<file path="src/sv/slsc_pkg.sv">
`timescale 1ns / 1ps
package slsc_pkg;

  localparam logic [20:0] CP_TAB       = 21'h00009;
  localparam logic [20:0] CP_NEWLINE   = 21'h0000A;
  localparam logic [20:0] CP_RETURN    = 21'h0000D;
  localparam logic [20:0] CP_SPACE     = 21'h00020;
  localparam logic [20:0] CP_QUOTE     = 21'h00022;
  localparam logic [20:0] CP_PERCENT   = 21'h00025;
  localparam logic [20:0] CP_LPAREN    = 21'h00028;
  localparam logic [20:0] CP_RPAREN    = 21'h00029;
  localparam logic [20:0] CP_COMMA     = 21'h0002C;
  localparam logic [20:0] CP_DOT       = 21'h0002E;
  localparam logic [20:0] CP_SLASH     = 21'h0002F;
  localparam logic [20:0] CP_DIGIT_0   = 21'h00030;
  localparam logic [20:0] CP_DIGIT_9   = 21'h00039;
  localparam logic [20:0] CP_COLON     = 21'h0003A;
  localparam logic [20:0] CP_SEMICOLON = 21'h0003B;
  localparam logic [20:0] CP_LESS      = 21'h0003C;
  localparam logic [20:0] CP_GREATER   = 21'h0003E;
  localparam logic [20:0] CP_UPPER_A   = 21'h00041;
  localparam logic [20:0] CP_UPPER_Z   = 21'h0005A;
  localparam logic [20:0] CP_UNDERLINE = 21'h0005F;
  localparam logic [20:0] CP_LOWER_A   = 21'h00061;
  localparam logic [20:0] CP_LOWER_Z   = 21'h0007A;
  localparam logic [20:0] CP_A_RING_LC = 21'h000E5;
  localparam logic [20:0] CP_A_UML_LC  = 21'h000E4;
  localparam logic [20:0] CP_O_UML_LC  = 21'h000F6;
  localparam logic [20:0] CP_A_RING_UC = 21'h000C5;
  localparam logic [20:0] CP_A_UML_UC  = 21'h000C4;
  localparam logic [20:0] CP_O_UML_UC  = 21'h000D6;

  localparam int QUEUE_DEPTH = 4;

  typedef enum logic [2:0] {
    SCAN_IDLE      = 3'd0,
    SCAN_IDENT     = 3'd1,
    SCAN_NUMBER    = 3'd2,
    SCAN_STRING    = 3'd3,
    SCAN_SLASH     = 3'd4,
    SCAN_LINE      = 3'd5,
    SCAN_BLOCK     = 3'd6,
    SCAN_BLOCK_PCT = 3'd7
  } scan_mode_t;

  typedef enum logic [1:0] {
    KIND_IDENT  = 2'd0,
    KIND_NUMBER = 2'd1,
    KIND_STRING = 2'd2,
    KIND_DELIM  = 2'd3
  } lex_kind_t;

  typedef enum logic [1:0] {
    PH_PRE  = 2'd0,
    PH_BYTE = 2'd1,
    PH_POST = 2'd2
  } phase_t;

  // Work for one character: an optional end of the previous lexeme, up to four
  // bytes of the current one and an optional end of the current one.
  typedef struct packed {
    logic         pre_valid;
    lex_kind_t    pre_kind;
    logic [6:0]   pre_length;
    logic         pre_truncated;
    logic [15:0]  pre_line;
    logic [15:0]  pre_column;
    lex_kind_t    kind;
    logic [2:0]   byte_total;
    logic [31:0]  utf8_bytes;
    logic         post_valid;
    logic [6:0]   post_length;
    logic         post_truncated;
    logic [15:0]  line;
    logic [15:0]  column;
  } job_t;

  typedef struct packed {
    lex_kind_t    kind;
    logic         is_end;
    logic [7:0]   data_byte;
    logic [6:0]   length;
    logic         truncated;
    logic [15:0]  line;
    logic [15:0]  column;
    logic         run_last;
  } result_t;

  function automatic logic decimal_digit(logic [20:0] cp);
    return (cp >= CP_DIGIT_0) && (cp <= CP_DIGIT_9);
  endfunction

  function automatic logic name_letter(logic [20:0] cp);
    return ((cp >= CP_LOWER_A) && (cp <= CP_LOWER_Z)) ||
           ((cp >= CP_UPPER_A) && (cp <= CP_UPPER_Z)) ||
           (cp == CP_A_RING_LC) || (cp == CP_A_UML_LC) || (cp == CP_O_UML_LC) ||
           (cp == CP_A_RING_UC) || (cp == CP_A_UML_UC) || (cp == CP_O_UML_UC);
  endfunction

  function automatic logic is_delim(logic [20:0] cp);
    return (cp == CP_LPAREN) || (cp == CP_RPAREN) || (cp == CP_LESS) ||
           (cp == CP_GREATER) || (cp == CP_SEMICOLON) || (cp == CP_COMMA) ||
           (cp == CP_COLON);
  endfunction

endpackage

</file>
<file path="src/sv/slsc_if.sv">
`timescale 1ns / 1ps
interface slsc_char_if;
  logic        valid;
  logic        ready;
  logic [20:0] codepoint;
  logic [31:0] utf8_bytes;
  logic [2:0]  byte_count;
  logic        last_char;

  modport source (output valid, codepoint, utf8_bytes, byte_count, last_char, input ready);
  modport sink (input valid, codepoint, utf8_bytes, byte_count, last_char, output ready);
endinterface

interface slsc_lexeme_if;
  logic        valid;
  logic        ready;
  logic [1:0]  lex_kind;
  logic        is_end;
  logic [7:0]  data_byte;
  logic [6:0]  lexeme_length;
  logic        truncated;
  logic [15:0] start_line;
  logic [15:0] start_column;
  logic        run_last;

  modport source (output valid, lex_kind, is_end, data_byte, lexeme_length, truncated,
                  start_line, start_column, run_last, input ready);
  modport sink (input valid, lex_kind, is_end, data_byte, lexeme_length, truncated,
                start_line, start_column, run_last, output ready);
endinterface

</file>
<file path="src/sv/source_lexeme_scanner_top.sv">
// Lexeme scanner: takes one decoded character per transaction on chars and
// delivers the lexeme stream on lexemes, one transaction per stored byte and
// one closing transaction per lexeme with its length, truncation flag and start
// position. The scanner front classifies a character combinationally and
// accepts one character per cycle while its four-entry work queue has room.
// The result sequencer delivers one result per cycle while the output is not
// stalled; a character causes up to six results, and skipped characters cause
// nothing at the output. The input therefore keeps up at one character per
// cycle as long as characters average at most one result each. Line and
// column restart at one after the character marked as the last of a text.
`timescale 1ns / 1ps
module source_lexeme_scanner_top #(
  parameter int MAX_LEXEME_BYTES = 128
) (
  input  logic          clk,
  input  logic          rst,
  slsc_char_if.sink     chars,
  slsc_lexeme_if.source lexemes
);

  localparam int StoreLimit = (MAX_LEXEME_BYTES - 1 < 127) ? MAX_LEXEME_BYTES - 1 : 127;

  logic           job_valid;
  slsc_pkg::job_t job;
  logic           queue_full;
  logic           queue_not_empty;
  logic           queue_pop;
  slsc_pkg::job_t queue_head;

  slsc_front #(
    .MAX_LEXEME_BYTES(MAX_LEXEME_BYTES)
  ) u_front (
    .clk       (clk),
    .rst       (rst),
    .chars     (chars),
    .queue_full(queue_full),
    .job_valid (job_valid),
    .job       (job)
  );

  slsc_queue u_queue (
    .clk      (clk),
    .rst      (rst),
    .push     (job_valid),
    .push_job (job),
    .full     (queue_full),
    .pop      (queue_pop),
    .not_empty(queue_not_empty),
    .head     (queue_head)
  );

  slsc_back u_back (
    .clk      (clk),
    .rst      (rst),
    .job_valid(queue_not_empty),
    .job      (queue_head),
    .job_pop  (queue_pop),
    .lexemes  (lexemes)
  );

  a_no_push_when_full: assert property (@(posedge clk) disable iff (rst)
    job_valid |-> !queue_full)
    else $error("Work queue written while full.");

  a_byte_fields_clear: assert property (@(posedge clk) disable iff (rst)
    lexemes.valid && !lexemes.is_end |-> lexemes.lexeme_length == 7'd0 && !lexemes.truncated)
    else $error("Byte transaction carries end fields.");

  a_length_limit: assert property (@(posedge clk) disable iff (rst)
    lexemes.valid && lexemes.is_end |-> lexemes.lexeme_length <= 7'(StoreLimit))
    else $error("Lexeme length exceeds the store limit.");

  a_delim_end_last: assert property (@(posedge clk) disable iff (rst)
    lexemes.valid && lexemes.is_end && lexemes.lex_kind == slsc_pkg::KIND_DELIM
      |-> lexemes.run_last)
    else $error("Delimiter end is not the last result of its character.");

endmodule

</file>
<file path="src/sv/slsc_front.sv">
`timescale 1ns / 1ps
module slsc_front #(
  parameter int MAX_LEXEME_BYTES = 128
) (
  input  logic             clk,
  input  logic             rst,
  slsc_char_if.sink        chars,
  input  logic             queue_full,
  output logic             job_valid,
  output slsc_pkg::job_t   job
);

  localparam int StoreLimit = (MAX_LEXEME_BYTES - 1 < 127) ? MAX_LEXEME_BYTES - 1 : 127;

  slsc_pkg::scan_mode_t mode, mode_next;
  logic [15:0] line, line_next;
  logic [15:0] column, column_next;
  logic [15:0] start_line, start_line_next;
  logic [15:0] start_column, start_column_next;
  logic [6:0]  count, count_next;
  logic        has_dot, has_dot_next;
  logic        overflowed, overflowed_next;

  logic        accept;
  logic [20:0] cp;
  logic [2:0]  nb;
  logic        do_idle;
  logic        inc_col;
  logic        inc_line;
  logic        start;
  logic [2:0]  req;
  logic [6:0]  count_base;
  logic        ovf_base;
  logic [6:0]  avail;
  logic [2:0]  n_emit;

  assign chars.ready = !queue_full;
  assign accept      = chars.valid && chars.ready;
  assign cp          = chars.codepoint;

  always_ff @(posedge clk) begin
    if (rst) begin
      mode         <= slsc_pkg::SCAN_IDLE;
      line         <= 16'd1;
      column       <= 16'd1;
      start_line   <= 16'd1;
      start_column <= 16'd1;
      count        <= 7'd0;
      has_dot      <= 1'b0;
      overflowed   <= 1'b0;
    end else if (accept) begin
      mode         <= mode_next;
      line         <= line_next;
      column       <= column_next;
      start_line   <= start_line_next;
      start_column <= start_column_next;
      count        <= count_next;
      has_dot      <= has_dot_next;
      overflowed   <= overflowed_next;
    end
  end

  always_comb begin
    mode_next         = mode;
    line_next         = line;
    column_next       = column;
    start_line_next   = start_line;
    start_column_next = start_column;
    has_dot_next      = has_dot;
    do_idle           = 1'b0;
    inc_col           = 1'b0;
    inc_line          = 1'b0;
    start             = 1'b0;
    req               = 3'd0;
    job               = '0;

    if (chars.byte_count == 3'd0) begin
      nb = 3'd1;
    end else if (chars.byte_count > 3'd4) begin
      nb = 3'd4;
    end else begin
      nb = chars.byte_count;
    end

    unique case (mode) inside
      slsc_pkg::SCAN_IDENT: begin
        if (slsc_pkg::name_letter(cp) || slsc_pkg::decimal_digit(cp) ||
            cp == slsc_pkg::CP_UNDERLINE || cp == slsc_pkg::CP_DOT) begin
          req      = nb;
          job.kind = slsc_pkg::KIND_IDENT;
          inc_col  = 1'b1;
        end else begin
          job.pre_valid = 1'b1;
          job.pre_kind  = slsc_pkg::KIND_IDENT;
          do_idle       = 1'b1;
        end
      end
      slsc_pkg::SCAN_NUMBER: begin
        if ((cp == slsc_pkg::CP_DOT && !has_dot) || slsc_pkg::decimal_digit(cp)) begin
          if (cp == slsc_pkg::CP_DOT) begin
            has_dot_next = 1'b1;
          end
          req      = 3'd1;
          job.kind = slsc_pkg::KIND_NUMBER;
          inc_col  = 1'b1;
        end else begin
          job.pre_valid = 1'b1;
          job.pre_kind  = slsc_pkg::KIND_NUMBER;
          do_idle       = 1'b1;
        end
      end
      slsc_pkg::SCAN_STRING: begin
        inc_col  = 1'b1;
        job.kind = slsc_pkg::KIND_STRING;
        if (cp == slsc_pkg::CP_QUOTE) begin
          job.post_valid = 1'b1;
          mode_next      = slsc_pkg::SCAN_IDLE;
        end else begin
          req = 3'd1;
        end
      end
      slsc_pkg::SCAN_SLASH: begin
        if (cp == slsc_pkg::CP_SLASH) begin
          mode_next = slsc_pkg::SCAN_LINE;
          inc_col   = 1'b1;
        end else if (cp == slsc_pkg::CP_PERCENT) begin
          mode_next = slsc_pkg::SCAN_BLOCK;
          inc_col   = 1'b1;
        end else begin
          do_idle = 1'b1;
        end
      end
      slsc_pkg::SCAN_LINE: begin
        if (cp == slsc_pkg::CP_NEWLINE) begin
          mode_next = slsc_pkg::SCAN_IDLE;
          inc_line  = 1'b1;
        end else begin
          inc_col = 1'b1;
        end
      end
      slsc_pkg::SCAN_BLOCK, slsc_pkg::SCAN_BLOCK_PCT: begin
        if (mode == slsc_pkg::SCAN_BLOCK_PCT && cp == slsc_pkg::CP_SLASH) begin
          mode_next = slsc_pkg::SCAN_IDLE;
          inc_col   = 1'b1;
        end else if (chars.last_char) begin
          do_idle = 1'b1;
        end else if (cp == slsc_pkg::CP_NEWLINE) begin
          mode_next = slsc_pkg::SCAN_BLOCK;
          inc_line  = 1'b1;
        end else begin
          mode_next = (cp == slsc_pkg::CP_PERCENT) ? slsc_pkg::SCAN_BLOCK_PCT
                                                   : slsc_pkg::SCAN_BLOCK;
          inc_col   = 1'b1;
        end
      end
      default: begin
        do_idle = 1'b1;
      end
    endcase

    if (do_idle) begin
      mode_next = slsc_pkg::SCAN_IDLE;
      if (cp == slsc_pkg::CP_NEWLINE) begin
        inc_line = 1'b1;
      end else begin
        inc_col = 1'b1;
        if (cp == slsc_pkg::CP_SLASH) begin
          if (!chars.last_char) begin
            mode_next = slsc_pkg::SCAN_SLASH;
          end
        end else if (cp == slsc_pkg::CP_QUOTE) begin
          start     = 1'b1;
          mode_next = slsc_pkg::SCAN_STRING;
        end else if (slsc_pkg::name_letter(cp)) begin
          start     = 1'b1;
          mode_next = slsc_pkg::SCAN_IDENT;
          req       = nb;
          job.kind  = slsc_pkg::KIND_IDENT;
        end else if (slsc_pkg::decimal_digit(cp)) begin
          start     = 1'b1;
          mode_next = slsc_pkg::SCAN_NUMBER;
          req       = 3'd1;
          job.kind  = slsc_pkg::KIND_NUMBER;
        end else if (slsc_pkg::is_delim(cp)) begin
          start          = 1'b1;
          req            = 3'd1;
          job.kind       = slsc_pkg::KIND_DELIM;
          job.post_valid = 1'b1;
        end
      end
    end

    if (start) begin
      start_line_next   = line;
      start_column_next = column;
      has_dot_next      = 1'b0;
    end
    count_base = start ? 7'd0 : count;
    ovf_base   = start ? 1'b0 : overflowed;

    avail = 7'(StoreLimit) - count_base;
    if ({4'd0, req} > avail) begin
      n_emit          = avail[2:0];
      overflowed_next = 1'b1;
    end else begin
      n_emit          = req;
      overflowed_next = ovf_base;
    end
    count_next = count_base + {4'd0, n_emit};

    if (inc_line) begin
      line_next   = (line != 16'hFFFF) ? line + 16'd1 : line;
      column_next = 16'd1;
    end else if (inc_col) begin
      column_next = (column != 16'hFFFF) ? column + 16'd1 : column;
    end

    if (chars.last_char) begin
      if (mode_next == slsc_pkg::SCAN_IDENT) begin
        job.post_valid = 1'b1;
        job.kind       = slsc_pkg::KIND_IDENT;
      end else if (mode_next == slsc_pkg::SCAN_NUMBER) begin
        job.post_valid = 1'b1;
        job.kind       = slsc_pkg::KIND_NUMBER;
      end else if (mode_next == slsc_pkg::SCAN_STRING) begin
        job.post_valid = 1'b1;
        job.kind       = slsc_pkg::KIND_STRING;
      end
      mode_next   = slsc_pkg::SCAN_IDLE;
      line_next   = 16'd1;
      column_next = 16'd1;
    end

    job.pre_length     = count;
    job.pre_truncated  = overflowed;
    job.pre_line       = start_line;
    job.pre_column     = start_column;
    job.byte_total     = n_emit;
    job.utf8_bytes     = chars.utf8_bytes;
    job.post_length    = count_next;
    job.post_truncated = overflowed_next;
    job.line           = start_line_next;
    job.column         = start_column_next;
  end

  assign job_valid = accept && (job.pre_valid || job.post_valid || (n_emit != 3'd0));

endmodule

</file>
<file path="src/sv/slsc_queue.sv">
`timescale 1ns / 1ps
module slsc_queue (
  input  logic           clk,
  input  logic           rst,
  input  logic           push,
  input  slsc_pkg::job_t push_job,
  output logic           full,
  input  logic           pop,
  output logic           not_empty,
  output slsc_pkg::job_t head
);

  localparam int PtrW = $clog2(slsc_pkg::QUEUE_DEPTH);
  localparam int CntW = $clog2(slsc_pkg::QUEUE_DEPTH + 1);

  slsc_pkg::job_t entries [slsc_pkg::QUEUE_DEPTH];
  logic [PtrW-1:0] wr_ptr;
  logic [PtrW-1:0] rd_ptr;
  logic [CntW-1:0] fill;

  assign full      = (fill == CntW'(slsc_pkg::QUEUE_DEPTH));
  assign not_empty = (fill != '0);
  assign head      = entries[rd_ptr];

  always_ff @(posedge clk) begin
    if (push) begin
      entries[wr_ptr] <= push_job;
    end
  end

  always_ff @(posedge clk) begin
    if (rst) begin
      wr_ptr <= '0;
      rd_ptr <= '0;
      fill   <= '0;
    end else begin
      if (push) begin
        wr_ptr <= wr_ptr + PtrW'(1);
      end
      if (pop) begin
        rd_ptr <= rd_ptr + PtrW'(1);
      end
      if (push && !pop) begin
        fill <= fill + CntW'(1);
      end else if (pop && !push) begin
        fill <= fill - CntW'(1);
      end
    end
  end

endmodule

</file>
<file path="src/sv/slsc_back.sv">
`timescale 1ns / 1ps
module slsc_back (
  input  logic           clk,
  input  logic           rst,
  input  logic           job_valid,
  input  slsc_pkg::job_t job,
  output logic           job_pop,
  slsc_lexeme_if.source  lexemes
);

  slsc_pkg::phase_t  phase, phase_next;
  logic              cur_valid, cur_valid_next;
  logic [1:0]        byte_index, byte_index_next;
  slsc_pkg::job_t    cur;
  slsc_pkg::result_t res;
  slsc_pkg::result_t out_q;
  logic              out_valid;
  logic              emit;
  logic              load;
  slsc_pkg::phase_t  after_pre;
  slsc_pkg::phase_t  first_phase;
  logic [2:0]        next_index;

  always_ff @(posedge clk) begin
    if (rst) begin
      phase      <= slsc_pkg::PH_PRE;
      cur_valid  <= 1'b0;
      byte_index <= 2'd0;
    end else begin
      phase      <= phase_next;
      cur_valid  <= cur_valid_next;
      byte_index <= byte_index_next;
    end
  end

  always_ff @(posedge clk) begin
    if (load) begin
      cur <= job;
    end
  end

  always_comb begin
    emit       = cur_valid && (!out_valid || lexemes.ready);
    next_index = {1'b0, byte_index} + 3'd1;
    after_pre  = (cur.byte_total != 3'd0) ? slsc_pkg::PH_BYTE : slsc_pkg::PH_POST;

    res        = '0;
    res.kind   = cur.kind;
    res.line   = cur.line;
    res.column = cur.column;
    phase_next = phase;

    unique case (phase)
      slsc_pkg::PH_PRE: begin
        res.kind      = cur.pre_kind;
        res.is_end    = 1'b1;
        res.length    = cur.pre_length;
        res.truncated = cur.pre_truncated;
        res.line      = cur.pre_line;
        res.column    = cur.pre_column;
        res.run_last  = (cur.byte_total == 3'd0) && !cur.post_valid;
        phase_next    = after_pre;
      end
      slsc_pkg::PH_BYTE: begin
        res.data_byte = cur.utf8_bytes[{byte_index, 3'b000} +: 8];
        res.run_last  = (next_index >= cur.byte_total) && !cur.post_valid;
        phase_next    = (next_index >= cur.byte_total) ? slsc_pkg::PH_POST
                                                       : slsc_pkg::PH_BYTE;
      end
      slsc_pkg::PH_POST: begin
        res.is_end    = 1'b1;
        res.length    = cur.post_length;
        res.truncated = cur.post_truncated;
        res.run_last  = 1'b1;
      end
      default: begin
        res.run_last = 1'b1;
      end
    endcase

    if (job.pre_valid) begin
      first_phase = slsc_pkg::PH_PRE;
    end else if (job.byte_total != 3'd0) begin
      first_phase = slsc_pkg::PH_BYTE;
    end else begin
      first_phase = slsc_pkg::PH_POST;
    end

    load            = job_valid && (!cur_valid || (emit && res.run_last));
    cur_valid_next  = cur_valid;
    byte_index_next = byte_index;

    if (load) begin
      cur_valid_next  = 1'b1;
      phase_next      = first_phase;
      byte_index_next = 2'd0;
    end else if (emit && res.run_last) begin
      cur_valid_next = 1'b0;
    end else if (emit) begin
      if (phase == slsc_pkg::PH_BYTE) begin
        byte_index_next = next_index[1:0];
      end
    end else begin
      phase_next = phase;
    end
  end

  assign job_pop = load;

  always_ff @(posedge clk) begin
    if (rst) begin
      out_valid <= 1'b0;
    end else if (emit) begin
      out_valid <= 1'b1;
    end else if (lexemes.ready) begin
      out_valid <= 1'b0;
    end
  end

  always_ff @(posedge clk) begin
    if (emit) begin
      out_q <= res;
    end
  end

  assign lexemes.valid         = out_valid;
  assign lexemes.lex_kind      = out_q.kind;
  assign lexemes.is_end        = out_q.is_end;
  assign lexemes.data_byte     = out_q.data_byte;
  assign lexemes.lexeme_length = out_q.length;
  assign lexemes.truncated     = out_q.truncated;
  assign lexemes.start_line    = out_q.line;
  assign lexemes.start_column  = out_q.column;
  assign lexemes.run_last      = out_q.run_last;

endmodule

</file>
<file path="src/flat_wrapper.sv">
// flat-port wrapper written by rule: the top's interface ports become plain ports
module source_lexeme_scanner_top_flat 
#(
  parameter int MAX_LEXEME_BYTES = 128
)
  (clk, rst, chars_valid, chars_codepoint, chars_utf8_bytes, chars_byte_count, chars_last_char, chars_ready, lexemes_valid, lexemes_lex_kind, lexemes_is_end, lexemes_data_byte, lexemes_lexeme_length, lexemes_truncated, lexemes_start_line, lexemes_start_column, lexemes_run_last, lexemes_ready);
  slsc_char_if chars_i ();
  slsc_lexeme_if lexemes_i ();
  input  logic clk;
  input  logic rst;
  input wire logic [$bits(chars_i.valid)-1:0] chars_valid;
  input wire logic [$bits(chars_i.codepoint)-1:0] chars_codepoint;
  input wire logic [$bits(chars_i.utf8_bytes)-1:0] chars_utf8_bytes;
  input wire logic [$bits(chars_i.byte_count)-1:0] chars_byte_count;
  input wire logic [$bits(chars_i.last_char)-1:0] chars_last_char;
  output wire logic [$bits(chars_i.ready)-1:0] chars_ready;
  output wire logic [$bits(lexemes_i.valid)-1:0] lexemes_valid;
  output wire logic [$bits(lexemes_i.lex_kind)-1:0] lexemes_lex_kind;
  output wire logic [$bits(lexemes_i.is_end)-1:0] lexemes_is_end;
  output wire logic [$bits(lexemes_i.data_byte)-1:0] lexemes_data_byte;
  output wire logic [$bits(lexemes_i.lexeme_length)-1:0] lexemes_lexeme_length;
  output wire logic [$bits(lexemes_i.truncated)-1:0] lexemes_truncated;
  output wire logic [$bits(lexemes_i.start_line)-1:0] lexemes_start_line;
  output wire logic [$bits(lexemes_i.start_column)-1:0] lexemes_start_column;
  output wire logic [$bits(lexemes_i.run_last)-1:0] lexemes_run_last;
  input wire logic [$bits(lexemes_i.ready)-1:0] lexemes_ready;
  assign chars_i.valid = chars_valid;
  assign chars_i.codepoint = chars_codepoint;
  assign chars_i.utf8_bytes = chars_utf8_bytes;
  assign chars_i.byte_count = chars_byte_count;
  assign chars_i.last_char = chars_last_char;
  assign chars_ready = chars_i.ready;
  assign lexemes_valid = lexemes_i.valid;
  assign lexemes_lex_kind = lexemes_i.lex_kind;
  assign lexemes_is_end = lexemes_i.is_end;
  assign lexemes_data_byte = lexemes_i.data_byte;
  assign lexemes_lexeme_length = lexemes_i.lexeme_length;
  assign lexemes_truncated = lexemes_i.truncated;
  assign lexemes_start_line = lexemes_i.start_line;
  assign lexemes_start_column = lexemes_i.start_column;
  assign lexemes_run_last = lexemes_i.run_last;
  assign lexemes_i.ready = lexemes_ready;
  source_lexeme_scanner_top #(.MAX_LEXEME_BYTES(MAX_LEXEME_BYTES)) u_core (.clk(clk), .rst(rst), .chars(chars_i), .lexemes(lexemes_i));
endmodule
</file>
<file path="config.mk">
export PLATFORM = sky130hd
export DESIGN_NAME = source_lexeme_scanner_top_flat
export DESIGN_NICKNAME = d
export VERILOG_FILES = /design/src/sv/slsc_pkg.sv /design/src/sv/slsc_if.sv /design/src/sv/source_lexeme_scanner_top.sv /design/src/sv/slsc_front.sv /design/src/sv/slsc_queue.sv /design/src/sv/slsc_back.sv /design/src/flat_wrapper.sv
export SDC_FILE = /design/constraint.sdc
export NUM_CORES = 1
export LEC_CHECK = 0
export BUFFER_PORTS_ARGS = -buffer_cell sky130_fd_sc_hd__buf_2
export CORE_AREA = 8 8 296 298
export CTS_CLUSTER_SIZE = 30
export DETAILED_ROUTE_END_ITERATION = 16
export DIE_AREA = 0 0 304 306
export SYNTH_ARGS = -nofsm -noshare
export SYNTH_HDL_FRONTEND = slang
export SYNTH_SLANG_ARGS = --single-unit
</file>
<file path="constraint.sdc">
create_clock -name clk -period 10.65 [get_ports clk]
set_input_delay 0.5325 -clock clk [delete_from_list [all_inputs] [get_ports clk]]
set_output_delay 0.5325 -clock clk [all_outputs]
set_load 0.05 [all_outputs]
</file>
* Yosys cells after proc, flatten, opt, wreduce, memory -nomap -nowiden
Memory sizes are Yosys's and may differ from the RTL's. A register that Yosys moved wholly into a read port is not among the register bits.
Index checks and enable logic that the tools add are counted.
** Storage, ports and cells
- Memories :: 1
- Output and inout bits :: 54
- Flip-flop bits (word level) :: 261
- Memory bits (writable) :: 484
- Input port bits :: 61
** Operators by class
- Mux-type cells :: 129
- Bitwise operators :: 1
- Eq/ne operators :: 34
- Shift operators :: 1
- Reductions and logical operators :: 68
- $lt $le $gt $ge :: 9
- $add $sub $neg :: 9
** Memory list
- u_core.u_queue.entries :: depth 4, width 121, rd ports 1, clocked after Yosys merged registers in 1, write ports 1, line slsc_queue.sv:16 : slsc_pkg::job_t entries [slsc_pkg::QUEUE_DEPTH];
** Operators by type and width (count)
- 21-bit by 6-bit equality test with 1-bit output, second input constant :: 11
- 16-bit two-way mux :: 9
- 21-bit by 8-bit equality test with 1-bit output, second input constant :: 6
- 3-bit two-way mux :: 26
- 1-bit two-way mux :: 58
- 2-bit two-way mux :: 24
- 21-bit by 7-bit greater-or-equal comparator with 1-bit output, second input constant :: 2
- 21-bit by 7-bit less-or-equal comparator with 1-bit output, second input constant :: 2
- 16-bit by 1-bit adder with 16-bit output, second input constant :: 2
- 32-bit two-way mux :: 1
- 16-bit inequality test, second input constant :: 2
- 32-bit by 6-bit indexed part select with 8-bit output :: 1
- 21-bit by 4-bit equality test with 1-bit output, second input constant :: 1
- 21-bit by 7-bit equality test with 1-bit output, second input constant :: 1
- 21-bit by 6-bit greater-or-equal comparator with 1-bit output, second input constant :: 1
- 21-bit by 6-bit less-or-equal comparator with 1-bit output, second input constant :: 1
- 1-bit logical OR :: 21
- 3-bit nonzero test :: 7
- 8-bit case mux with 2 select lines :: 1
- 2-bit nonzero test :: 8
- 3-bit equality test, second input constant :: 5
- 1-bit logical AND :: 14
- 3-bit by 2-bit equality test with 1-bit output, second input constant :: 4
- 3-bit case mux with 4 select lines :: 1
- 26 further kinds :: 42

* Longest topological paths before layout
Gate-level depths: netlist (run 1).
- Depth after elaboration :: 30
- Mapped depth :: 27

* By module
A second synthesis (run 1) with hierarchy kept.
** Second synthesis, totals
- Cells, all modules :: 1629
- Area, all modules :: 29381.9 sq um
** Modules (own cells, without submodules)
- slsc_queue :: area an instance 17983.5 sq um, cells an instance 676, instances 1
- slsc_back :: area an instance 6454.9 sq um, cells an instance 311, instances 1
- slsc_front :: area an instance 4943.5 sq um, cells an instance 642, instances 1

* Least setup slack after synthesis (run 1)
Ideal clock, no wire load.
- Path kind :: input to register
- Start point :: input port chars_codepoint[3]
- End point :: memory u_core.u_queue.entries[0][0] in the netlist's numbering, enable pin
- Arrival :: 7.019 ns
- Required time :: 10.157 ns
- Stages :: 19
- Setup slack :: 3.138 ns
- Path through :: or3_4 > o32a_1 > a21o_1 > o221a_4 > clkinv_4 > o211ai_1 > clkbuf_1 > nand2_1 > inv_1 > ha_1 > nor2b_1 > o21a_1 > o211a_1 > or3b_2 > o21ai_4 > a211oi_2 > a32oi_1 > o31a_4 > and2_1
** RTL lines
- start, declared :: line flat_wrapper.sv:12 : input wire logic [$bits(chars_i.codepoint)-1:0] chars_codepoint;
- end, declared :: line slsc_queue.sv:16

* Worst setup path after layout (run 1)
- Start point :: input port chars_codepoint[19]
- End point :: memory u_core.u_queue.entries[3][64] in the netlist's numbering, enable pin
** On the way
- Cells in the longest elaborated chain, start to end :: 28
** Ends and longest elaborated chain
- branches (longest 24 deep; another with 21-bit by 7-bit greater-or-equal comparator with 1-bit output)
- 1-bit logical OR * :: line slsc_front.sv:246 : assign job_valid = accept && (job.pre_valid || job.post_valid || (n_emit != 3'd0));
- 1-bit logical AND * :: line slsc_front.sv:246
- net u_core.job_valid :: line source_lexeme_scanner_top.sv:23 : logic job_valid;
- 1-bit two-way mux * :: line slsc_queue.sv:26 : if (push) begin
- 1-bit two-way mux (not written as such) * :: line slsc_queue.sv:27 : entries[wr_ptr] <= push_job;
Mark *: on every way through the listed nets, which the timed path passes.

==> flow_summary.json, run 1 <==
{
  "synth-edff-count": 651,
  "coreArea_um2": 82900,
  "crit_fanout": 69,
  "wl_um": 60800,
  "grt.overflow.total": 0,
  "die_w_um": 304,
  "synthToLayoutAreaGrowth_pct": 14.5,
  "synth.most_common_cell": "edfxtp_1",
  "fmax_ghz": 0.146,
  "synthFlopType": "edfxtp_1",
  "drc": 0,
  "htreeDepth": 3,
  "cts_buffers": 74,
  "tightest_slew_ns": 1.20,
  "status": "finished, final reports clean",
  "cts_hold_buffers": 0,
  "utilization_pct": 39.7,
  "synth-seq-cells": 742,
  "synth_nets": 1736,
  "firstDrtPassIters": 5,
  "worstPathRequired_ns": 10.86,
  "crit_slowest_cell": "and2_4",
  "fin_nets": 1870,
  "setup_viol": 0,
  "synth_area_um2": 28700,
  "synth_common_cells": "651 x edfxtp_1, 209 x nand2_1, 128 x mux4_2",
  "first_iter_violations": 997,
  "die_h_um": 306,
  "critPathKind": "in -> reg",
  "ys_async_sr_fraction_pct": 0,
  "cap_viol_max_count": 0,
  "slowest_delay_ns": 0.96,
  "start_kind": "primary input",
  "power.density_nw_per_um2": 234,
  "cp_top_family": "simple AND/OR/NAND/NOR gates",
  "stdcell_count": 2929,
  "maxSlewHeadroom_pct": 20.1,
  "grt_pass1_vias": 15600,
  "vias": 14800,
  "cp_common_cell": "buf_4",
  "clockRootBuffer": "clkbuf_16",
  "postSynthCellCount": 1656,
  "dp.cells": 2794,
  "grt_util_all_layers_pct": 12.9,
  "maxSlewViolCount": 0,
  "routabilityCongestion": 0.834,
  "fin_tns_setup_ns": 0,
  "synth_cell_types": 76,
  "cts_tree": "done",
  "rsz0062_at_grt": "false",
  "leakage_nw": 11.1,
  "crit_arrival_ns": 7.06,
  "finalCriticalPeriod_ns": 6.85,
  "drive_gt1_share_pct": 23.2,
  "dieArea_um2": 93000,
  "pin_count": 115,
  "path_buf_inv": 4,
  "path_cells": "buf_2 -> nor4_1 -> and4_1 -> a21oi_1 -> or2_0 -> o211ai_1 -> buf_4 -> nand2_1 -> inv_1 -> ha_1 -> nor2b_1 -> o21a_1 -> o211a_1 -> or3b_2 -> o21ai_4 -> a211oi_2 -> a32oi_1 -> o31a_4 -> and2_4 -> buf_4",
  "synth_area_per_cell_um2": 17.4,
  "wire_per_inst_um": 20.8,
  "holdWs_ns": 0.154,
  "yosysWarnings": 0,
  "grt_max_degree": 85,
  "seq_area_frac_synth_pct": 74.4,
  "yosysTopAreaCell": "edfxtp_1",
  "fillerInstances": 7463,
  "start_util_pct": 34.7,
  "cts-resized-gates": 0,
  "end_kind": "flip-flop",
  "synth_top_area_share_pct": 68.0,
  "num_rows": 106,
  "timing.final.ws_setup_ns": 3.80,
  "postCtsSetupBuffers": 0,
  "ys_top_cells_by_area": "edfxtp_1 68%, mux4_2 10%, dfxtp_1 6.3%",
  "post-route-period-util_pct": 64.3,
  "cts_sinks": 742,
  "clk_latency_ns": 0.60,
  "hold_violations": 0,
  "skew_ns": 0.0163,
  "clockBufferDepth": 3,
  "antenna_left": 0,
  "pre_cts_ws_ns": 3.19,
  "clkTransAtPathRegs_ns": 0.06,
  "grt_first_pass_wirelength_um": 94100,
  "hpwl_um": 35500,
  "routed_via_density": 5.05,
  "vdd_drop_max_v": 0.000157,
  "antenna_found_initial": 0,
  "portBuffers": 114,
  "hold_path.class": "in -> reg"
}
[per-layer routing]
layer / track usage, % / routed length (um)
met3: 2.42 / 3110
met4: 3.81 / 1340
met1: 16.8 / 26300
met5: 0 / 0
met2: 22.0 / 30000
[layout make-up]
| type | instances | area [um2] | share of cell area (%) |
|---|---|---|---|
| flip-flops and latches | 742 | 21400 | 65.0 |
| multi-input cells | 816 | 7020 | 21.3 |
| clock buffers | 103 | 2090 | 6.37 |
| well taps | 1080 | 1350 | 4.11 |
| repair buffers | 135 | 741 | 2.25 |
| clock inverters | 31 | 225 | 0.685 |
| inverters | 21 | 86.3 | 0.262 |
| diodes | 1 | 2.50 | 0.00761 |
[power by group]
| part | switching (mW) | total [mW] | internal, mW |
|---|---|---|---|
| sequential | 0.158 | 3.81 | 3.65 |
| clock | 1.05 | 2.49 | 1.45 |
| combinational | 0.918 | 1.39 | 0.468 |
| total | 2.12 | 7.69 | 5.57 |
[kinds of logic after synthesis]
logic type	Yosys count	synth area share [%]
flip-flops	742	74.4
AND/OR/NAND/NOR	434	6.96
multiplexers	177	11.9
AO/OA/AOI/OAI	155	3.60
buffers and inverters	98	1.33
XOR/XNOR	31	0.945
adder cells (fa/ha/maj)	19	0.880
[cells in the final DEF (no fill, tap or decap), types with 4 or more instances in the layout]
cell type / count
xnor2_1: 19
buf_2: 114
a21oi_1: 60
a22oi_1: 6
inv_1: 19
xor2_1: 12
nand3b_1: 6
and3_1: 12
nand2b_1: 13
a21o_1: 13
a31oi_1: 7
clkbuf_16: 77
clkbuf_1: 19
clkbuf_8: 7
or3_1: 4
nand3_1: 21
and2_1: 4
or2_2: 4
mux4_2: 128
nand2_1: 209
nor2_1: 71
mux2i_1: 12
nor2b_1: 16
nor3_1: 27
dfxtp_1: 89
buf_4: 20
clkinv_2: 8
nor4_1: 14
ha_1: 17
o21ai_0: 26
inv_6: 4
and2_4: 4
mux2_2: 35
clkinv_1: 16
edfxtp_1: 651
nand4_1: 5
[stage by stage]
| step | power, mW | area (um2) |
|---|---|---|
| floorplan | 4.84 | 28700 |
| global placement | 5.29 | 30600 |
| detailed placement | 5.31 | 30600 |
| CTS | 7.82 | 32900 |
| global route | 8.02 | 32900 |
| finish | 7.69 | 32900 |
[flip-flops by register name (all words and copies together) (netlist names), 8 cells and up, named ones only]
register	count
u_core.u_queue.entries	480
u_core.u_back.lexemes.start_column	16
u_core.u_front.column	16
u_core.u_front.start_column	16
u_core.u_front.start_line	16
u_core.u_front.line	16
u_core.u_back.cur	119
u_core.u_back.lexemes.start_line	16
u_core.u_back.lexemes.data_byte	8
[path summary, 6_finish.rpt]
| path | startpoint | endpoint | slack, ns | cells past startpoint |
|---|---|---|---|---|
| worst max-delay path | chars_codepoint[19] | u_core.u_queue.entries[3][64]$_DFFE_PP_ | 3.80 | 20 |
| worst min register to register | u_core.u_front.start_column[3]$_SDFFE_PP0P_ | u_core.u_front.start_column[3]$_SDFFE_PP0P_ | 0.51 | 2 |
| worst max register to register | u_core.u_front.mode[1]$_SDFFE_PP0P_ | u_core.u_queue.entries[3][64]$_DFFE_PP_ | 3.91 | 20 |
| worst min-delay path | chars_utf8_bytes[22] | u_core.u_queue.entries[1][63]$_DFFE_PP_ | 0.15 | 1 |
(Power assumes the default switching activity.)
==> run 2, diff against run 1 <==
- clock period: 10.65 -> 6.9 ns (I/O delays scaled with it)
==> run 2 against run 1 <==
Total power up 55%. Via count rose by 0.43%. Final cell count is 1.2% higher. Critical path type is now reg -> reg. Register-to-register slack worse by 2.9 ns. Sequential cell count unchanged. Critical endpoint is now u_core.u_queue.entries[0][18]$_DFFE_PP_.
==> flow_summary.json, run 2 (same netlist as run 1, synthesis figures left out) <==
{
  "status": "finished, final reports clean",
  "cts-resized-gates": 0,
  "worstPathRequired_ns": 7.14,
  "clockBufferDepth": 3,
  "cap_viol_max_count": 0,
  "hold_violations": 0,
  "design_area_um2": 33300,
  "first_iter_violations": 1125,
  "cts_tree": "done",
  "coreArea_um2": 82900,
  "finalCriticalPeriod_ns": 5.88,
  "die_w_um": 304,
  "stdcell_count": 2963,
  "skew_ns": 0.0232,
  "portBuffers": 114,
  "hpwl_um": 35200,
  "postCtsSetupBuffers": 0,
  "grt_util_all_layers_pct": 12.9,
  "dieArea_um2": 93000,
  "num_rows": 106,
  "leakage_nw": 11.3,
  "crit_fanout": 62,
  "tightest_slew_ns": 1.17,
  "pin_count": 115,
  "fmax_ghz": 0.170,
  "clk_latency_ns": 0.61,
  "vdd_drop_max_v": 0.000177,
  "largest_register": "u_core.u_queue.entries",
  "crit_arrival_ns": 6.12,
  "post-route-period-util_pct": 85.3,
  "grt.overflow.total": 0,
  "grt_pass1_vias": 15900,
  "placed_area_um2": 30700,
  "wl_um": 60600,
  "critPathKind": "reg -> reg",
  "htreeDepth": 3,
  "maxSlewHeadroom_pct": 21.9,
  "die_h_um": 306,
  "start_kind": "flip-flop",
  "hold_path.class": "in -> reg",
  "maxSlewViolCount": 0,
  "firstDrtPassIters": 5,
  "routabilityCongestion": 0.805,
  "clockRootBuffer": "clkbuf_16",
  "synthToLayoutAreaGrowth_pct": 16.0,
  "routed_via_density": 5.02,
  "clkTransAtPathRegs_ns": 0.06,
  "antenna_left": 0,
  "drc": 0,
  "end_kind": "flip-flop",
  "fin_nets": 1905,
  "cts_hold_buffers": 32,
  "rsz0062_at_grt": "false",
  "n_antenna_cell": 0,
  "vias": 14900,
  "setup_viol": 0,
  "drive_gt1_share_pct": 23.0,
  "wire_per_inst_um": 20.5,
  "final_cell_mix": "651 x edfxtp_1, 208 x nand2_1, 128 x mux4_2",
  "grt_max_degree": 68,
  "largest_register_ffs": 480,
  "reg_top3": "u_core.u_queue.entries (480), u_core.u_back.cur (119)",
  "cts_sinks": 742,
  "antenna_found_initial": 0,
  "power.density_nw_per_um2": 357,
  "grt_first_pass_wirelength_um": 94700,
  "start_util_pct": 34.7,
  "dp.cells": 2798,
  "layout_commonest_cell": "edfxtp_1",
  "cts_buffers": 73,
  "fin_tns_setup_ns": 0
}
run 2: final cells by class:
cell class	count	area (um2)
clock buffers	104	2090
clock inverters	29	245
fillers	7331	49600
well taps	1080	1350
inverters	21	86.3
flip-flops and latches	742	21400
multi-input cells	816	7020
repair buffers	171	1150
run 2: final timing paths:
kind,startpoint,endpoint,slack [ns],cells past startpoint
hold reg to reg,u_core.u_front.line[8]$_SDFFE_PP0P_,u_core.u_front.start_line[8]$_SDFFE_PP0P_,0.51,2
hold / removal,lexemes_ready,u_core.u_back.lexemes.valid$_SDFFE_PP0P_,0.26,4
setup / recovery,u_core.u_front.mode[0]$_SDFFE_PP0P_,u_core.u_queue.entries[0][18]$_DFFE_PP_,1.02,18
setup reg to reg,u_core.u_front.mode[0]$_SDFFE_PP0P_,u_core.u_queue.entries[0][18]$_DFFE_PP_,1.02,18
run 2: layer usage:
metal / share of wire [%] / track usage [%] / wire length [um]
met5: 0 / 0 / 0
met3: 4.1 / 2.03 / 2480
met4: 1.3 / 3.24 / 818
met2: 50 / 22.8 / 30600
met1: 44 / 16.7 / 26800
run 2: through the flow:
step	util, %	worst slack [ns]	hold WS (ns)	total power [mW]
floorplan	-	0.904	0.444	7.47
global placement	37.0	0.903	0.482	8.15
detailed placement	37.0	0.736	0.499	8.18
CTS	40.2	0.960	0.220	12.1
global route	40.2	0.629	0.253	12.4
finish	40.2	1.02	0.256	11.9
run 2: worst max-delay path: stages, from the launching register on:
cell and delay (ns):
dfxtp_1 0.61, nor3b_1 0.46, o211ai_1 0.23, o221a_4 0.34, clkinv_4 0.10, o211ai_1 0.18
nand2_1 0.18, inv_1 0.09, ha_1 0.29, nor2b_1 0.13, o21a_1 0.13, o211a_1 0.20
or3b_2 0.48, o21ai_4 0.23, a211oi_2 0.07, a32oi_1 0.22, o31a_4 0.23, and2_4 0.81
buf_12 0.45
run 2: power breakdown:
part / internal [mW] / total [mW] / switching (mW)
clock network: 2.26 / 3.86 / 1.60
logic: 0.732 / 2.14 / 1.40
registers: 5.64 / 5.90 / 0.265
total: 8.63 / 11.9 / 3.27
==> run 3, diff against run 2 <==
- CORE_AREA: 8 8 296 298 -> 8 8 226 391
- DIE_AREA: 0 0 304 306 -> 0 0 234 399
- clock period: 6.9 -> 5.7 ns (I/O delays scaled with it)
==> run 3 against run 2 <==
Sequential cell count unchanged. Worst setup slack got worse by 0.60 ns. Routed wire length increased by 4.0%. Hold slack got worse by 0.15 ns. Cell area decreased by 0.17%. Sequential share of layout area increased by 0.11 points. Global-route usage increased by 0.69 points. Critical endpoint is now u_core.u_front.count[3]$_SDFFE_PP0P_. Largest cell class unchanged. Largest power group unchanged. Highest routed layer unchanged.
==> flow_summary.json, run 3 (same netlist as run 1, synthesis figures left out) <==
{
  "status": "finished, final reports clean",
  "coreArea_um2": 82900,
  "first_iter_violations": 964,
  "critPathKind": "reg -> reg",
  "antenna_left": 0,
  "clockRootBuffer": "clkbuf_16",
  "layout_commonest_cell": "edfxtp_1",
  "synthToLayoutAreaGrowth_pct": 15.8,
  "portBuffers": 114,
  "setup_viol": 0,
  "grt_util_all_layers_pct": 13.6,
  "hold_violations": 0,
  "cts_sinks": 742,
  "crit_arrival_ns": 5.80,
  "path_cells": "nor3b_2 -> o211ai_1 -> o221a_4 -> clkinv_4 -> o211ai_1 -> nand2_1 -> inv_1 -> ha_1 -> nor2b_1 -> o21a_1 -> o211a_1 -> or3b_2 -> o21ai_4 -> mux2i_2 -> inv_1 -> ha_1 -> a21o_1 -> a21oi_1 -> xor2_1 -> nand2_1 -> a21oi_1",
  "largest_register_ffs": 480,
  "post-route-period-util_pct": 92.7,
  "final_cell_mix": "651 x edfxtp_1, 209 x nand2_1, 128 x mux4_2",
  "end_kind": "flip-flop",
  "num_rows": 140,
  "vdd_drop_max_v": 0.000297,
  "fin_nets": 1912,
  "timing.final.ws_setup_ns": 0.417,
  "finalCriticalPeriod_ns": 5.28,
  "pre_cts_ws_ns": 0.0673,
  "grt_pass1_vias": 16200,
  "antenna_found_initial": 0,
  "crit_start": "u_core.u_front.mode[2]$_SDFFE_PP0P_",
  "drc": 0,
  "worstPathRequired_ns": 6.21,
  "hpwl_um": 39300,
  "skew_ns": 0.0259,
  "cap_viol_max_count": 0,
  "slowest_delay_ns": 0.48,
  "grt_max_degree": 90,
  "routabilityCongestion": 0.787,
  "crit_slowest_cell": "or3b_2",
  "die_w_um": 234,
  "rsz0062_at_grt": "false",
  "reg_top3": "u_core.u_queue.entries (480), u_core.u_back.cur (119)",
  "cts_buffers": 67,
  "tightest_slew_ns": 1.12,
  "clkTransAtPathRegs_ns": 0.06,
  "hold_path.class": "in -> reg",
  "start_util_pct": 34.7,
  "die_h_um": 399,
  "dieArea_um2": 93400,
  "use_met3_pct": 2.21,
  "fillerInstances": 7480,
  "busiest_layer": "met2",
  "drive_gt1_share_pct": 23.2,
  "use_met2_pct": 25.6,
  "vias": 15000,
  "wl_um": 63100,
  "power.density_nw_per_um2": 423,
  "r2r_start": "u_core.u_front.mode[2]$_SDFFE_PP0P_",
  "fin_tns_setup_ns": 0,
  "cts_tree": "done",
  "start_kind": "flip-flop",
  "crit_fanout": 15,
  "grt_util_met1_pct": 15.4,
  "wire_per_inst_um": 21.4,
  "leakage_nw": 11.3,
  "clockBufferDepth": 3,
  "firstDrtPassIters": 6,
  "maxSlewHeadroom_pct": 25.3,
  "grt.overflow.total": 0,
  "hp-start": "lexemes_ready",
  "clk_latency_ns": 0.60,
  "pin_count": 115,
  "maxSlewViolCount": 0,
  "grt_first_pass_wirelength_um": 96700,
  "fmax_ghz": 0.189,
  "htreeDepth": 3,
  "largest_register": "u_core.u_queue.entries",
  "routed_via_density": 5.09
}
-- run 3: cell type report --
| type | count | area (um2) | share of cell area [%] |
|---|---|---|---|
| flip-flops and latches | 742 | 21400 | 64.3 |
| clock buffers | 103 | 1890 | 5.69 |
| well taps | 1065 | 1330 | 4.01 |
| clock inverters | 20 | 194 | 0.583 |
| inverters | 21 | 86.3 | 0.260 |
| multi-input cells | 816 | 7030 | 21.1 |
| diodes | 1 | 2.50 | 0.00752 |
| repair buffers | 184 | 1350 | 4.06 |
-- run 3: layer usage --
layer	up-vias	wire, um
li1	6795	-
met1	7754	24500
met2	364	34300
met3	110	2590
met4	0	1660
met5	-	0
-- run 3: worst paths after layout --
path                                          endpoint  slack [ns]  cells past startpoint
min reg2reg  u_core.u_front.start_line[8]$_SDFFE_PP0P_        0.51                      2
max reg2reg       u_core.u_front.count[3]$_SDFFE_PP0P_        0.42                     21
max               u_core.u_front.count[3]$_SDFFE_PP0P_        0.42                     21
min           u_core.u_back.lexemes.valid$_SDFFE_PP0P_        0.11                      4
-- run 3: critical path: cells and delay by family, from the launching register on --
family	cells	cell delay (ns)
AO/OA/AOI/OAI	9	1.87
XOR/XNOR	1	0.36
adder cells (fa/ha/maj)	2	0.58
buffers and inverters	3	0.32
flip-flops	1	0.45
multiplexers	1	0.33
AND/OR/NAND/NOR	5	1.29
-- run 3: where the power goes --
part | total [mW] | switching, mW | internal (mW)
Clock | 4.32 | 1.91 | 2.41
Sequential | 7.14 | 0.324 | 6.82
Combinational | 2.61 | 1.71 | 0.903
Total | 14.1 | 3.94 | 10.1
-- run 3: metrics by stage --
| step | power (mW) | hold WS [ns] | utilization, % | instance area, um2 | std cells |
|---|---|---|---|---|---|
| after CTS | 14.3 | 0.0999 | 40.1 | 33300 | 2951 |
| after global routing | 14.6 | 0.138 | 40.1 | 33300 | 2951 |
| final | 14.1 | 0.107 | 40.1 | 33300 | 2952 |
| after global placement | 9.89 | 0.480 | 37.2 | 30800 | 2796 |
| after detailed placement | 9.94 | 0.500 | 37.2 | 30800 | 2796 |
| after floorplan | 9.04 | 0.384 | - | 28700 | 1656 |
-- run 3: repair_timing --
| action | in CTS | in global routing |
|---|---|---|
| hold endpoints to repair | 128 | 0 |
| setup buffers | 0 | 0 |
| endpoints found under the setup margin | 0 | 298 |
| resized for setup | 0 | 3 |
| hold buffers | 32 | 0 |
